==> src/assert_macros.svh <==
// Assertion macros used by the tile decoder controller.
// Depends on nothing; clk_i and rst_ni must exist where a macro is used.
`ifndef ASSERT_MACROS_SVH
`define ASSERT_MACROS_SVH
`ifndef SYNTH
`define PRTD_ASSERT(lbl, prop, msg) \
  lbl: assert property (@(posedge clk_i) disable iff (!rst_ni) (prop)) else $error(msg);
`define PRTD_NEVER(lbl, expr, msg) \
  lbl: assert property (@(posedge clk_i) disable iff (!rst_ni) !(expr)) else $error(msg);
`else
`define PRTD_ASSERT(lbl, prop, msg)
`define PRTD_NEVER(lbl, expr, msg)
`endif
`endif

==> src/prtd_pkg.sv <==
// Types and constants of the palette run-length tile decoder.
// Used by the controller, the datapath and the top level.
package prtd_pkg;

  localparam int unsigned RING_DEPTH = 12;
  localparam logic [23:0] WHITE = 24'hFFFFFF;
  localparam logic [10:0] EXT2_LIMIT = 11'd267;
  localparam logic [3:0] KIND_WHITE = 4'd12;
  localparam logic [3:0] KIND_COLOUR = 4'd13;
  localparam logic [3:0] KIND_COPY = 4'd14;
  localparam logic [1:0] FMT_GRAY = 2'd0;
  localparam logic [1:0] FMT_PACK12 = 2'd1;
  localparam logic [1:0] FMT_RGB = 2'd2;

  typedef struct packed {
    logic accept;
    logic rd;
    logic pix;
    logic trunc;
  } prtd_cmd_t;

  typedef struct packed {
    logic start_run;
    logic copy;
    logic last_px;
    logic out_free;
    logic tile_over;
  } prtd_stat_t;

endpackage

==> src/prtd_ctrl.sv <==
// Sequencer of the tile decoder: byte intake, pixel emission, truncation report.
// Depends on prtd_pkg and assert_macros.svh.
`include "assert_macros.svh"
module prtd_ctrl import prtd_pkg::*; (
  input  logic       clk_i,
  input  logic       rst_ni,
  input  logic       in_valid_i,
  input  logic       msg_end_i,
  output logic       in_ready_o,
  input  prtd_stat_t st_i,
  output prtd_cmd_t  cmd_o
);

  localparam logic [1:0] S_IDLE = 2'd0;
  localparam logic [1:0] S_RD = 2'd1;
  localparam logic [1:0] S_PIX = 2'd2;
  localparam logic [1:0] S_TRUNC = 2'd3;

  logic [1:0] state_q, state_d;
  logic       mend_q, mend_d;

  assign in_ready_o = (state_q == S_IDLE);

  always_comb begin
    state_d = state_q;
    mend_d = mend_q;
    cmd_o = '0;
    unique case (state_q)
      S_IDLE: begin
        if (in_valid_i) begin
          cmd_o.accept = 1'b1;
          mend_d = msg_end_i;
          if (st_i.start_run) begin
            state_d = st_i.copy ? S_RD : S_PIX;
          end else if (msg_end_i) begin
            state_d = S_TRUNC;
          end
        end
      end
      S_RD: begin
        cmd_o.rd = 1'b1;
        state_d = S_PIX;
      end
      S_PIX: begin
        if (st_i.out_free) begin
          cmd_o.pix = 1'b1;
          if (!st_i.last_px) begin
            state_d = st_i.copy ? S_RD : S_PIX;
          end else begin
            state_d = mend_q ? S_TRUNC : S_IDLE;
          end
        end
      end
      S_TRUNC: begin
        if (st_i.tile_over) begin
          state_d = S_IDLE;
        end else if (st_i.out_free) begin
          cmd_o.trunc = 1'b1;
          state_d = S_IDLE;
        end
      end
      default: state_d = S_IDLE;
    endcase
  end

  always_ff @(posedge clk_i or negedge rst_ni) begin
    if (!rst_ni) begin
      state_q <= S_IDLE;
      mend_q <= 1'b0;
    end else begin
      state_q <= state_d;
      mend_q <= mend_d;
    end
  end

  `PRTD_ASSERT(a_pix_needs_room, cmd_o.pix |-> st_i.out_free, "pixel loaded into busy output")
  `PRTD_ASSERT(a_rd_then_pix, state_q == S_RD |=> state_q == S_PIX, "read not followed by pixel")
  `PRTD_NEVER(a_pix_trunc, cmd_o.pix && cmd_o.trunc, "pixel and truncation in one cycle")
  `PRTD_ASSERT(a_run_starts, (cmd_o.accept && st_i.start_run) |=>
               (state_q == S_RD || state_q == S_PIX), "run accepted but not emitted")

endmodule

==> src/prtd_datapath.sv <==
// Datapath of the tile decoder: header and colour decode, ring, tile store, output register.
// Depends on prtd_pkg; driven by prtd_ctrl.
module prtd_datapath import prtd_pkg::*; #(
  parameter int unsigned TILE_EDGE = 8
) (
  input  logic        clk_i,
  input  logic        rst_ni,
  input  logic [7:0]  byte_i,
  input  logic        tile_start_i,
  input  logic [3:0]  width_i,
  input  logic [3:0]  height_i,
  input  logic [1:0]  format_i,
  input  prtd_cmd_t   cmd_i,
  output prtd_stat_t  st_o,
  input  logic        out_ready_i,
  output logic        out_valid_o,
  output logic [23:0] out_colour_o,
  output logic [5:0]  out_index_o,
  output logic        out_done_o,
  output logic        out_trunc_o
);

  localparam int unsigned STORE_DEPTH = TILE_EDGE * TILE_EDGE;
  localparam int unsigned ADDR_W = $clog2(STORE_DEPTH);
  localparam int unsigned POS_W = ADDR_W + 1;
  localparam logic [3:0] EDGE4 = 4'(TILE_EDGE);

  localparam logic [2:0] PH_HEADER = 3'd0;
  localparam logic [2:0] PH_EXT1 = 3'd1;
  localparam logic [2:0] PH_EXT2 = 3'd2;
  localparam logic [2:0] PH_COLOUR = 3'd3;
  localparam logic [2:0] PH_LITERAL = 3'd4;
  localparam logic [2:0] PH_DONE = 3'd5;

  logic [3:0]       width_q, height_q, width_d, height_d;
  logic [1:0]       fmt_q, fmt_d;
  logic [POS_W-1:0] pos_q, pos_d, stop_q, stop_d;
  logic [3:0]       kind_q, kind_d;
  logic [10:0]      ls_q, ls_d;
  logic [2:0]       phase_q, phase_d;
  logic [15:0]      held_q, held_d;
  logic [1:0]       cnt_q, cnt_d;
  logic [3:0]       ptr_q, ptr_d;
  logic [23:0]      colour_q, colour_d;
  logic             copy_q, copy_d, single_q, single_d, above_q;
  logic [23:0]      rdata_q;
  logic [23:0]      ring_q [RING_DEPTH];
  logic [23:0]      store_q [STORE_DEPTH];
  logic             ring_we, begin_run, run_go;
  logic [23:0]      ring_rd;
  logic [POS_W-1:0] area_e, area_c;
  logic [11:0]      stop_sum;
  logic [1:0]       need_m1;
  logic [7:0]       b0, b1;
  logic [POS_W-1:0] pos_nx;
  logic             run_end;
  logic [23:0]      px_colour;
  logic             out_valid_q, out_done_q, out_trunc_q;
  logic [23:0]      out_colour_q;
  logic [5:0]       out_index_q;
  logic [6:0]       pos_pad;

  function automatic logic [3:0] clamp_dim(input logic [3:0] v);
    logic [3:0] r;
    r = v;
    if (v == 4'd0) r = 4'd1;
    else if (v > EDGE4) r = EDGE4;
    return r;
  endfunction

  function automatic logic [23:0] pack12(input logic [3:0] r, input logic [3:0] g,
                                         input logic [3:0] b);
    return {b, b, g, g, r, r};
  endfunction

  assign area_c = POS_W'(width_q) * POS_W'(height_q);
  assign b0 = held_q[7:0];
  assign b1 = held_q[15:8];

  always_comb begin
    width_d = width_q;
    height_d = height_q;
    fmt_d = fmt_q;
    pos_d = pos_q;
    kind_d = kind_q;
    ls_d = ls_q;
    phase_d = phase_q;
    held_d = held_q;
    cnt_d = cnt_q;
    ptr_d = ptr_q;
    colour_d = colour_q;
    copy_d = 1'b0;
    single_d = 1'b0;
    ring_we = 1'b0;
    begin_run = 1'b0;
    run_go = 1'b0;
    if (tile_start_i) begin
      width_d = clamp_dim(width_i);
      height_d = clamp_dim(height_i);
      fmt_d = (format_i > FMT_RGB) ? FMT_RGB : format_i;
      pos_d = '0;
      kind_d = '0;
      ls_d = '0;
      phase_d = PH_HEADER;
      held_d = '0;
      cnt_d = '0;
      ptr_d = '0;
    end
    area_e = POS_W'(width_d) * POS_W'(height_d);
    need_m1 = fmt_d;
    unique case (phase_d)
      PH_HEADER: begin
        kind_d = byte_i[3:0];
        ls_d = 11'(byte_i[7:4]);
        if (byte_i[7:4] == 4'hF) phase_d = PH_EXT1;
        else begin_run = 1'b1;
      end
      PH_EXT1: begin
        ls_d = ls_d + 11'(byte_i);
        if (ls_d >= EXT2_LIMIT) phase_d = PH_EXT2;
        else begin_run = 1'b1;
      end
      PH_EXT2: begin
        ls_d = ls_d + {1'b0, byte_i, 2'b00};
        begin_run = 1'b1;
      end
      PH_COLOUR: begin
        if (cnt_d < need_m1) begin
          if (cnt_d == 2'd0) held_d[7:0] = byte_i;
          else held_d[15:8] = byte_i;
          cnt_d = cnt_d + 2'd1;
        end else begin
          case (fmt_d)
            FMT_GRAY: colour_d = {byte_i, byte_i, byte_i};
            FMT_PACK12: colour_d = pack12(held_d[3:0], held_d[7:4], byte_i[3:0]);
            default: colour_d = {byte_i, held_d};
          endcase
          ring_we = 1'b1;
          ptr_d = (ptr_d == 4'(RING_DEPTH - 1)) ? 4'd0 : ptr_d + 4'd1;
          held_d = '0;
          cnt_d = '0;
          run_go = 1'b1;
        end
      end
      PH_LITERAL: begin
        case (fmt_d)
          FMT_GRAY: begin
            colour_d = {byte_i, byte_i, byte_i};
            single_d = 1'b1;
          end
          FMT_PACK12: begin
            if (cnt_d == 2'd0) begin
              held_d = {8'h00, byte_i};
              cnt_d = 2'd1;
            end else if (cnt_d == 2'd1) begin
              colour_d = pack12(held_d[3:0], held_d[7:4], byte_i[3:0]);
              held_d = {byte_i, 8'h00};
              cnt_d = 2'd2;
              single_d = 1'b1;
            end else begin
              colour_d = pack12(held_d[15:12], byte_i[3:0], byte_i[7:4]);
              held_d = '0;
              cnt_d = '0;
              single_d = 1'b1;
            end
          end
          default: begin
            if (cnt_d < 2'd2) begin
              if (cnt_d == 2'd0) held_d[7:0] = byte_i;
              else held_d[15:8] = byte_i;
              cnt_d = cnt_d + 2'd1;
            end else begin
              colour_d = {byte_i, held_d};
              held_d = '0;
              cnt_d = '0;
              single_d = 1'b1;
            end
          end
        endcase
        run_go = single_d;
      end
      default: ;
    endcase
    ring_rd = tile_start_i ? 24'h0 : ring_q[kind_d];
    stop_sum = {1'b0, ls_d} + 12'(pos_d);
    stop_d = stop_q;
    if (begin_run) begin
      stop_d = (ls_d == 11'd0 || stop_sum > 12'(area_e)) ? area_e : POS_W'(stop_sum);
      held_d = '0;
      cnt_d = '0;
      if (kind_d < KIND_WHITE) begin
        colour_d = ring_rd;
        run_go = 1'b1;
      end else if (kind_d == KIND_WHITE) begin
        colour_d = WHITE;
        run_go = 1'b1;
      end else if (kind_d == KIND_COLOUR) begin
        phase_d = PH_COLOUR;
      end else if (kind_d == KIND_COPY) begin
        copy_d = 1'b1;
        run_go = 1'b1;
      end else begin
        phase_d = PH_LITERAL;
      end
    end
  end

  assign pos_nx = pos_q + POS_W'(1);
  assign run_end = (pos_nx >= stop_q);
  assign px_colour = copy_q ? (above_q ? rdata_q : WHITE) : colour_q;
  assign st_o.start_run = run_go;
  assign st_o.copy = cmd_i.accept ? copy_d : copy_q;
  assign st_o.last_px = single_q || run_end;
  assign st_o.out_free = !out_valid_q || out_ready_i;
  assign st_o.tile_over = (phase_q == PH_DONE);
  assign pos_pad = 7'(pos_q);

  always_ff @(posedge clk_i or negedge rst_ni) begin
    if (!rst_ni) begin
      width_q <= 4'd1;
      height_q <= 4'd1;
      fmt_q <= FMT_GRAY;
      pos_q <= '0;
      stop_q <= '0;
      kind_q <= '0;
      ls_q <= '0;
      phase_q <= PH_HEADER;
      held_q <= '0;
      cnt_q <= '0;
      ptr_q <= '0;
      copy_q <= 1'b0;
      single_q <= 1'b0;
      out_valid_q <= 1'b0;
      for (int i = 0; i < RING_DEPTH; i++) ring_q[i] <= '0;
    end else begin
      if (cmd_i.accept) begin
        width_q <= width_d;
        height_q <= height_d;
        fmt_q <= fmt_d;
        pos_q <= pos_d;
        stop_q <= stop_d;
        kind_q <= kind_d;
        ls_q <= ls_d;
        phase_q <= phase_d;
        held_q <= held_d;
        cnt_q <= cnt_d;
        ptr_q <= ptr_d;
        copy_q <= copy_d;
        single_q <= single_d;
        if (tile_start_i) begin
          for (int i = 0; i < RING_DEPTH; i++) ring_q[i] <= '0;
        end else if (ring_we) begin
          ring_q[ptr_q] <= colour_d;
        end
      end else if (cmd_i.pix) begin
        pos_q <= pos_nx;
        if (run_end) begin
          phase_q <= (pos_nx >= area_c) ? PH_DONE : PH_HEADER;
          held_q <= '0;
          cnt_q <= '0;
        end
      end else if (cmd_i.trunc) begin
        phase_q <= PH_DONE;
      end
      if (cmd_i.pix || cmd_i.trunc) begin
        out_valid_q <= 1'b1;
      end else if (out_ready_i) begin
        out_valid_q <= 1'b0;
      end
    end
  end

  always_ff @(posedge clk_i) begin
    if (cmd_i.accept) colour_q <= colour_d;
    if (cmd_i.rd) begin
      above_q <= (pos_q >= POS_W'(width_q));
      rdata_q <= store_q[ADDR_W'(pos_q - POS_W'(width_q))];
    end
    if (cmd_i.pix) begin
      store_q[pos_q[ADDR_W-1:0]] <= px_colour;
      out_colour_q <= px_colour;
      out_index_q <= pos_pad[5:0];
      out_done_q <= (pos_nx >= area_c);
      out_trunc_q <= 1'b0;
    end else if (cmd_i.trunc) begin
      out_colour_q <= '0;
      out_index_q <= pos_pad[5:0];
      out_done_q <= 1'b0;
      out_trunc_q <= 1'b1;
    end
  end

  assign out_valid_o = out_valid_q;
  assign out_colour_o = out_colour_q;
  assign out_index_o = out_index_q;
  assign out_done_o = out_done_q;
  assign out_trunc_o = out_trunc_q;

endmodule

==> src/palette_run_length_tile_decoder_core.sv <==
// Takes one byte per cycle while idle (no pixels or truncation report pending); a run
// emits one pixel a cycle unless the output stalls; copy-from-above runs read the tile
// store in a state of its own before each pixel. A run's pixels leave through the
// output register; a truncation report follows the last pixel of the byte.
// Asynchronous active-low reset clears control state and the colour ring; the tile
// store has no reset.
module palette_run_length_tile_decoder_core import prtd_pkg::*; #(
  parameter int unsigned TILE_EDGE = 8
) (
  input  logic        clk_i,
  input  logic        rst_ni,
  input  logic        s_axis_tvalid_i,
  output logic        s_axis_tready_o,
  // data_byte[7:0], tile_width[11:8], tile_height[15:12], colour_format[17:16], unused
  input  logic [23:0] s_axis_tdata_i,
  // tile_start
  input  logic        s_axis_tuser_i,
  input  logic        s_axis_tlast_i,
  output logic        m_axis_tvalid_o,
  input  logic        m_axis_tready_i,
  // pixel_colour[23:0], pixel_index[29:24], zero
  output logic [31:0] m_axis_tdata_o,
  // truncated
  output logic        m_axis_tuser_o,
  output logic        m_axis_tlast_o
);

  prtd_cmd_t  cmd;
  prtd_stat_t st;
  logic [23:0] colour;
  logic [5:0]  index;

  prtd_ctrl u_ctrl (
    .clk_i      (clk_i),
    .rst_ni     (rst_ni),
    .in_valid_i (s_axis_tvalid_i),
    .msg_end_i  (s_axis_tlast_i),
    .in_ready_o (s_axis_tready_o),
    .st_i       (st),
    .cmd_o      (cmd)
  );

  prtd_datapath #(.TILE_EDGE(TILE_EDGE)) u_dp (
    .clk_i        (clk_i),
    .rst_ni       (rst_ni),
    .byte_i       (s_axis_tdata_i[7:0]),
    .tile_start_i (s_axis_tuser_i),
    .width_i      (s_axis_tdata_i[11:8]),
    .height_i     (s_axis_tdata_i[15:12]),
    .format_i     (s_axis_tdata_i[17:16]),
    .cmd_i        (cmd),
    .st_o         (st),
    .out_ready_i  (m_axis_tready_i),
    .out_valid_o  (m_axis_tvalid_o),
    .out_colour_o (colour),
    .out_index_o  (index),
    .out_done_o   (m_axis_tlast_o),
    .out_trunc_o  (m_axis_tuser_o)
  );

  assign m_axis_tdata_o = {2'b00, index, colour};

endmodule
==> config.mk <==
export PLATFORM = sky130hd
export DESIGN_NAME = palette_run_length_tile_decoder_core
export DESIGN_NICKNAME = d
export VERILOG_FILES = /design/src/prtd_pkg.sv /design/src/prtd_ctrl.sv /design/src/prtd_datapath.sv /design/src/palette_run_length_tile_decoder_core.sv
export VERILOG_INCLUDE_DIRS = /design/src /design/src/src
export SDC_FILE = /design/constraint.sdc
export NUM_CORES = 2
export LEC_CHECK = 0
export BUFFER_PORTS_ARGS = -buffer_cell sky130_fd_sc_hd__buf_2
export CAP_MARGIN = 20
export CORE_MARGIN = 1.5
export CORE_UTILIZATION = 55
export CTS_BUF_LIST = sky130_fd_sc_hd__clkbuf_8
export CTS_CLUSTER_SIZE = 12
export DETAILED_ROUTE_END_ITERATION = 8
export MAX_ROUTING_LAYER = met4
export PLACE_DENSITY = 0.79
export SYNTH_ARGS = -nofsm -noshare
export SYNTH_HDL_FRONTEND = slang
export SYNTH_SLANG_ARGS = --single-unit
==> constraint.sdc <==
create_clock -name clk_i -period 12.6 [get_ports clk_i]
set_input_delay 1.26 -clock clk_i [delete_from_list [all_inputs] [get_ports clk_i]]
set_output_delay 1.26 -clock clk_i [all_outputs]
set_load 0.05 [all_outputs]
== After elaboration in Yosys (flattened, before gate mapping) ==
Memories as Yosys holds them, arrays and structs flattened. A register that Yosys moved wholly into a read port is not among the register bits.
Index checks and enable logic that the tools add are counted.

* Add/subtract/negate cells: 7
* Multipliers: 2
* $lt $le $gt $ge: 14
* Eq/ne operators: 20
* Multiplexer cells: 127
* Bitwise gates (word level): 2
* Reductions and logical operators: 25

{| class="wikitable"
|+ Operators with widths
! kind !! count
|-
| 2-to-1 mux 288 bit || 2
|-
| 2-to-1 mux 24 bit || 15
|-
| bitwise mux 288 bit || 1
|-
| 2-to-1 mux 16 bit || 9
|-
| one-hot mux 24 bit (2 select lines) || 3
|-
| binary-select mux 24 bit (select 4 bit) || 1
|-
| demux 24 bit (select 4 bit) || 1
|-
| one-hot mux 16 bit (2 select lines) || 2
|-
| 2-to-1 mux 4 bit || 12
|-
| 2-to-1 mux 2 bit || 20
|-
| 2-to-1 mux 3 bit || 13
|-
| one-hot mux 11 bit (3 select lines) || 1
|-
| 2-to-1 mux 1 bit || 31
|-
| 2-to-1 mux 7 bit || 4
|-
| == test 4 bit, second input constant || 5
|-
| 2-to-1 mux 8 bit || 2
|-
| >= comparator 7 bit || 2
|-
| multiplier 4 x 4 -> 7 bit || 2
|-
| adder 11 x 7 -> 12 bit || 1
|-
| > comparator 12 x 7 -> 1 bit || 1
|-
| 2-to-1 mux 6 bit || 2
|-
| adder 11 x 10 -> 11 bit || 1
|-
| adder 11 x 8 -> 11 bit || 1
|-
| >= comparator 11 x 9 -> 1 bit, second input constant || 1
|-
| 39 further kinds || 64
|}

* Flip-flop bits (word level): 415
* Bits in writable memories: 1536
* Input port bits: 30
* Output and inout bits: 36
* Word-level logic and storage cells: 232
* Memories: 1

{| class="wikitable"
|+ Memory list
! name !! depth !! bits a word !! rd ports !! clocked after Yosys merged registers in !! write ports !! RTL line !! RTL
|-
| u_dp.store_q || 64 || 24 || 1 || 1 || 1 || prtd_datapath.sv:48 || <nowiki>logic [23:0] store_q [STORE_DEPTH];</nowiki>
|}

== Depth between registers and ports, before layout ==
* Depth in word-level cells: 14
* Depth in mapped cells: 28
* Depth with buffers taken out: 22

== By module ==
A second synthesis with hierarchy kept.

* Cells, all modules: 4926
* Area total of the unflattened synthesis: 83217.3 um^2

{| class="wikitable"
|+ By module, submodules not included
! module !! instances !! cells an instance !! area an instance (um^2) !! sequential area each (um^2)
|-
| prtd_datapath || 1 || 4894 || 82942.0 || 57432.6
|-
| prtd_ctrl || 1 || 29 || 256.5 || 75.1
|-
| palette_run_length_tile_decoder_core || 1 || 3 || 18.8 || 0.0
|}

== Worst setup path before layout ==
OpenSTA, ideal clock, no wires.

* Kind: input to register
* Start point: input port s_axis_tuser_i
* End point: register u_dp.stop_q[0]
* Setup time: 0.121 ns
* Arrival time: 6.834 ns
* Required time: 12.479 ns
* Path slack: 5.645 ns
* Stages: 28
* Path buffers: 8
* Path through: buf_2 buf_2 buf_1 buf_1 clkbuf_1 clkbuf_1 nor2b_1 ha_1 buf_2 and4b_1 nor3_1 xnor2_1 a222oi_1 inv_1 ha_1 o21a_1 o31a_1 o21ai_0 nand2b_1 xor2_1 ha_1 nand4_1 o22ai_1 a21oi_1 a211oi_2 clkbuf_1 a21boi_0 o22a_1

* Cells in the longest elaborated chain, start to end: 7
* Elaborated cells between the ends (all ways): 21
* Those cells by class: add/sub (3); mul (1); order compare (2); eq/ne (2); mux (9); reduce/logical (4)

{| class="wikitable"
|+ RTL lines
! item !! RTL line !! RTL
|-
| from (decl) || palette_run_length_tile_decoder_core.sv:17 || <nowiki>input logic s_axis_tuser_i,</nowiki>
|-
| 2-to-1 mux 11 bit / 2-to-1 mux 3 bit (equally long branches) || prtd_datapath.sv:97 || <nowiki>if (tile_start_i) begin</nowiki>
|-
| adder 11 x 10 -> 11 bit, or another cell as far along || prtd_datapath.sv:124 || <nowiki>ls_d = ls_d + {1'b0, byte_i, 2'b00};</nowiki>
|-
| one-hot mux 11 bit (3 select lines) * || prtd_datapath.sv:111 || <nowiki>unique case (phase_d)</nowiki>
|-
| named net u_dp.ls_d[3] || prtd_datapath.sv:39 || <nowiki>logic [10:0] ls_q, ls_d;</nowiki>
|-
| adder 11 x 7 -> 12 bit || prtd_datapath.sv:185 || <nowiki>stop_sum = {1'b0, ls_d} + 12'(pos_d);</nowiki>
|-
| > comparator 12 x 7 -> 1 bit || prtd_datapath.sv:188 || <nowiki>stop_d = (ls_d == 11'd0 || stop_sum > 12'(area_e)) ? area_e : POS_W'(stop_sum);</nowiki>
|-
| logical OR 1 bit * || prtd_datapath.sv:188 ||
|-
| 2-to-1 mux 7 bit * || prtd_datapath.sv:188 ||
|-
| to (signal assigned) || prtd_datapath.sv:241 || <nowiki>stop_q <= stop_d;</nowiki>
|-
| to (decl) || prtd_datapath.sv:37 || <nowiki>logic [POS_W-1:0] pos_q, pos_d, stop_q, stop_d;</nowiki>
|}

The timed path passes the listed nets; every way through them passes the cells marked *.
A chain may end at the register's enable or synchronous reset.

== Worst setup path after layout ==
* Start point: register u_dp.pos_q[0], in the netlist u_dp.pos_pad[0]
* End point: register u_dp.rdata_q[1], read port of u_dp.store_q (data pin)

* Cells in the longest elaborated chain, start to end: 1

{| class="wikitable"
|+ RTL lines
! item !! RTL line !! RTL
|-
| from (decl) || prtd_datapath.sv:37 ||
|-
| from (signal assigned) || prtd_datapath.sv:240 || <nowiki>pos_q <= pos_d;</nowiki>
|-
| from (signal assigned) || prtd_datapath.sv:256 || <nowiki>pos_q <= pos_nx;</nowiki>
|-
| subtractor 6 x 4 -> 6 bit || prtd_datapath.sv:277 || <nowiki>rdata_q <= store_q[ADDR_W'(pos_q - POS_W'(width_q))];</nowiki>
|-
| to (decl) || prtd_datapath.sv:46 || <nowiki>logic [23:0] rdata_q;</nowiki>
|}

Every way passes these cells.

==> flow_summary_export.csv <==
group,metric,value,unit
run_status,status,"completed",
grt,antenna_found_initial,9,
sta,period_minus_slack,6.29,ns
job,max-cap-violations,0,
drt,first_pass_iters,6,
drt,dr.first_iter.drc_count,6256,
synth,synth.ff_latch_count,1975,
sta,setup_tns,0,ns
synth,ys_seq_area_share,69.0,%
cells_and_area,fin_nets,4930,
cts,cts.clk_slew.worst_paths,0.07,ns
sta,max_freq,159,MHz
worst_setup_path,crit_type,"reg2reg",
floorplanning,die_h,392,µm
grt,grt_pass1_wl,314,mm
grt,grt_pass1_vias,48000,
worst_setup_path,worstPathRequired,13.25,ns
floorplanning,num_rows,142,
grt,grt_max_degree,156,
floorplanning,io_pins,66,
synth,synthArstFlopShare,18.1,%
worst_setup_path,crit_start,"u_dp.pos_pad[0]",
grt,grt_overflow,0,
pwr,pwr-share-seq,32.6,%
place,placedCellCount,6486,
drt,wl_per_cell,30.3,µm
sta,worst_hold_slack,0.248,ns
worst_setup_path,r2r-start,"u_dp.pos_pad[0]",
pwr,power_frac_comb,46.9,%
floorplanning,coreArea,150000,µm²
drt,drc_errors,0,
sta,setup_slack,6.31,ns
pwr,power.leakage,0.0320,µW
worst_setup_path,crit_arrival,6.94,ns
cells_and_area,syn_to_final_growth,10.7,%
sta,relSlewSlack,20.9,%
cts,numClockSinks,1975,
synth,synthFlopType,"edfxtp_1",
synth,synth-edff-count,1616,
cts,h-tree-depth,5,
cells_and_area,layout_common_cells,"edfxtp_1 (1,616), mux4_2 (543), dfrtp_1 (356)",
synth,synth_area,83300,µm²
worst_setup_path,path_buf_inv,5,
cts,insertion_delay,1.00,ns
pwr,switching_share,38.0,%
synth,avgSynthCellArea,18.0,µm²
synth,syn_inst,4637,
drt,detail-route-antenna-nets,0,
sta,post-route-period-util,49.9,%
cts,cts_buffer_depth,4,
cells_and_area,layout_commonest_cell,"edfxtp_1",
grt,grtUsageTotal,28.9,%
worst_setup_path,path_cells,"inv_1 -> ha_4 -> inv_1 -> fa_4 -> buf_12 -> buf_4 -> buf_4 -> mux4_2 -> mux4_2 -> mux2i_1 -> a21oi_1",
pwr,p_total,25000,µW
cts,numCtsBuffers,325,
cts,root_buffer,"clkbuf_8",
pwr,power_frac_clock,20.5,%
synth,synth_cell_types,97,
cts,postCtsSetupRepairBufs,0,
sta,drv_slew,0,
worst_setup_path,path_max_fanout,104,
worst_setup_path,worstSetupEndpointType,"flip-flop",
sta,hold_viol_final,0,
cts,ctsResizeCount,0,
drt,routed_wirelength,214,mm
pwr,p_per_area,271,nW/µm²
drt,via_count,47400,
place,port_buffers,57,
sta,fin_skew,0.104,ns
cts,holdBufCountCts,0,
place,gp_congestion,0.926,
place,dp_hpwl,117,mm
floorplanning,start_util,55.5,%
cells_and_area,fin_cells,7049,
synth,yosysWarnings,0,
worst_setup_path,cpPeakStageDelay,1.23,ns
drt,via_per_inst,6.72,
worst_setup_path,startpoint_type,"flip-flop",
cells_and_area,drive_above_1_share,26.0,%
sta,tightest_slew,1.18,ns
worst_setup_path,critical-path-top-delay-family,"buffers and inverters",
pwr,internal_power,15500,µW
cts,cts_tree,"built",
min_path,hp-class,"in2async",
worst_setup_path,cp_slowest_cell,"fa_4",
place,dp_slack,5.80,ns
floorplanning,die_w,392,µm
floorplanning,die-area,154000,µm²
sta,rsz0062_at_grt,"false",
sta,finalSetupViolCount,0,
pwr,vdd_drop_max,0.593,mV
pwr,p_sw,9510,µW
==> cell usage after synthesis (8+ instances only) <==
library cell	n	area [µm²]
edfxtp_1	1616	48500
mux4_2	543	12200
dfrtp_1	356	8910
a22o_1	301	2640
nand2_1	242	908
clkbuf_1	222	833
nor2_1	173	649
a21oi_1	163	816
o21ai_0	111	556
ha_1	74	926
nor2b_1	59	369
inv_1	55	206
nand3_1	50	250
buf_1	48	180
mux2i_1	40	400
and2_1	39	244
a211oi_1	32	240
o22a_1	30	263
a31oi_1	29	181
a22oi_1	27	203
buf_2	26	130
nor3_1	24	120
nand2b_1	21	131
a21o_1	20	150
o22ai_1	17	106
xnor2_1	16	140
buf_6	15	169
a222oi_1	14	140
buf_4	14	105
or2_2	14	87.6
o21a_1	13	97.6
xor2_1	13	114
fa_1	11	220
mux2_2	11	124
a2bb2oi_4	10	263
o21ai_1	10	50.1
or3_1	9	56.3
a32o_1	8	80.1
and3_1	8	50.1
o211ai_1	8	60.1
o31ai_1	8	60.1
==> power by group through the flow <==
stage               clock (µW)  sequential (µW)  combinational (µW)
global placement             0             8290               11300
CTS                       5180             8170               11600
floorplan                    0             8340                7820
finish                    5130             8170               11700
detailed placement           0             8300               11600
global route              5460             8180               12300
==> state kept, by name, indices dropped and copies added (netlist names), 2 cells and up <==
signal / count
u_dp.store_q: 1536
u_dp.ring_q: 288
u_dp.colour_q: 24
u_dp.out_colour_o: 24
u_dp.rdata_q: 24
u_dp.held_q: 16
u_dp.ls_q: 11
u_dp.pos_pad: 7
u_dp.stop_q: 7
u_dp.out_index_o: 6
u_dp.height_q: 4
u_dp.kind_q: 4
u_dp.ptr_q: 4
u_dp.width_q: 4
u_dp.phase_q: 3
u_ctrl.state_q: 2
u_dp.cnt_q: 2
u_dp.fmt_q: 2
==> through the flow <==
step                      utilization [%]  instance area, µm²
after global placement               57.4               86100
final                                61.5               92300
after floorplan                         -               83300
after detailed placement             57.4               86200
after CTS                            61.2               91900
after global routing                 61.5               92300
==> final timing paths <==
check / endpoint / slack (ns) / cells past startpoint
worst max-delay path: u_dp.rdata_q[1] / 6.31 / 11
worst min-delay path: u_dp.stop_q[1] / 0.25 / 1
worst max register to register: u_dp.rdata_q[1] / 6.31 / 11
worst min register to register: u_dp.fmt_q[0] / 0.48 / 2
max in group asynchronous: u_dp.ring_q[130] / 9.40 / 4
min in group clk_i: u_dp.fmt_q[0] / 0.48 / 2
==> logic make-up (layout without fill, tap and decap cells) <==
family          Yosys count  in the layout  share of synthesized area [%]
fa+ha+maj                85             85                           1.38
simple gates            680            680                           3.83
other cells               1              8                        0.00450
buf+inv                 385            774                           2.01
flops                  1975           1975                           69.0
xor+xnor                 29             29                          0.305
mux                     594            594                           15.3
compound gates          888            888                           8.14
==> area by class of cell <==
cell class                 count  area (µm²)
clock inverter               193         987
tap                         2016        2520
multi-input combinational   2278       24700
antenna                        6        15.0
inverter                      58         218
timing repair buffer         177        1520
fill                       10100       57900
sequential                  1975       57500
clock buffer                 346        4760
==> routing by layer <==
metal | wire length (µm) | part of all wire (%) | track usage (%) | vias to the layer above
met5 | 0 | 0 | - | -
met4 | 8950 | 4.2 | 11.7 | 0
met3 | 23800 | 11 | 6.87 | 533
met2 | 103000 | 48 | 44.7 | 3129
met1 | 77500 | 36 | 37.2 | 24400
li1 | - | - | - | 19300
Power figures use the tool's default switching activity.
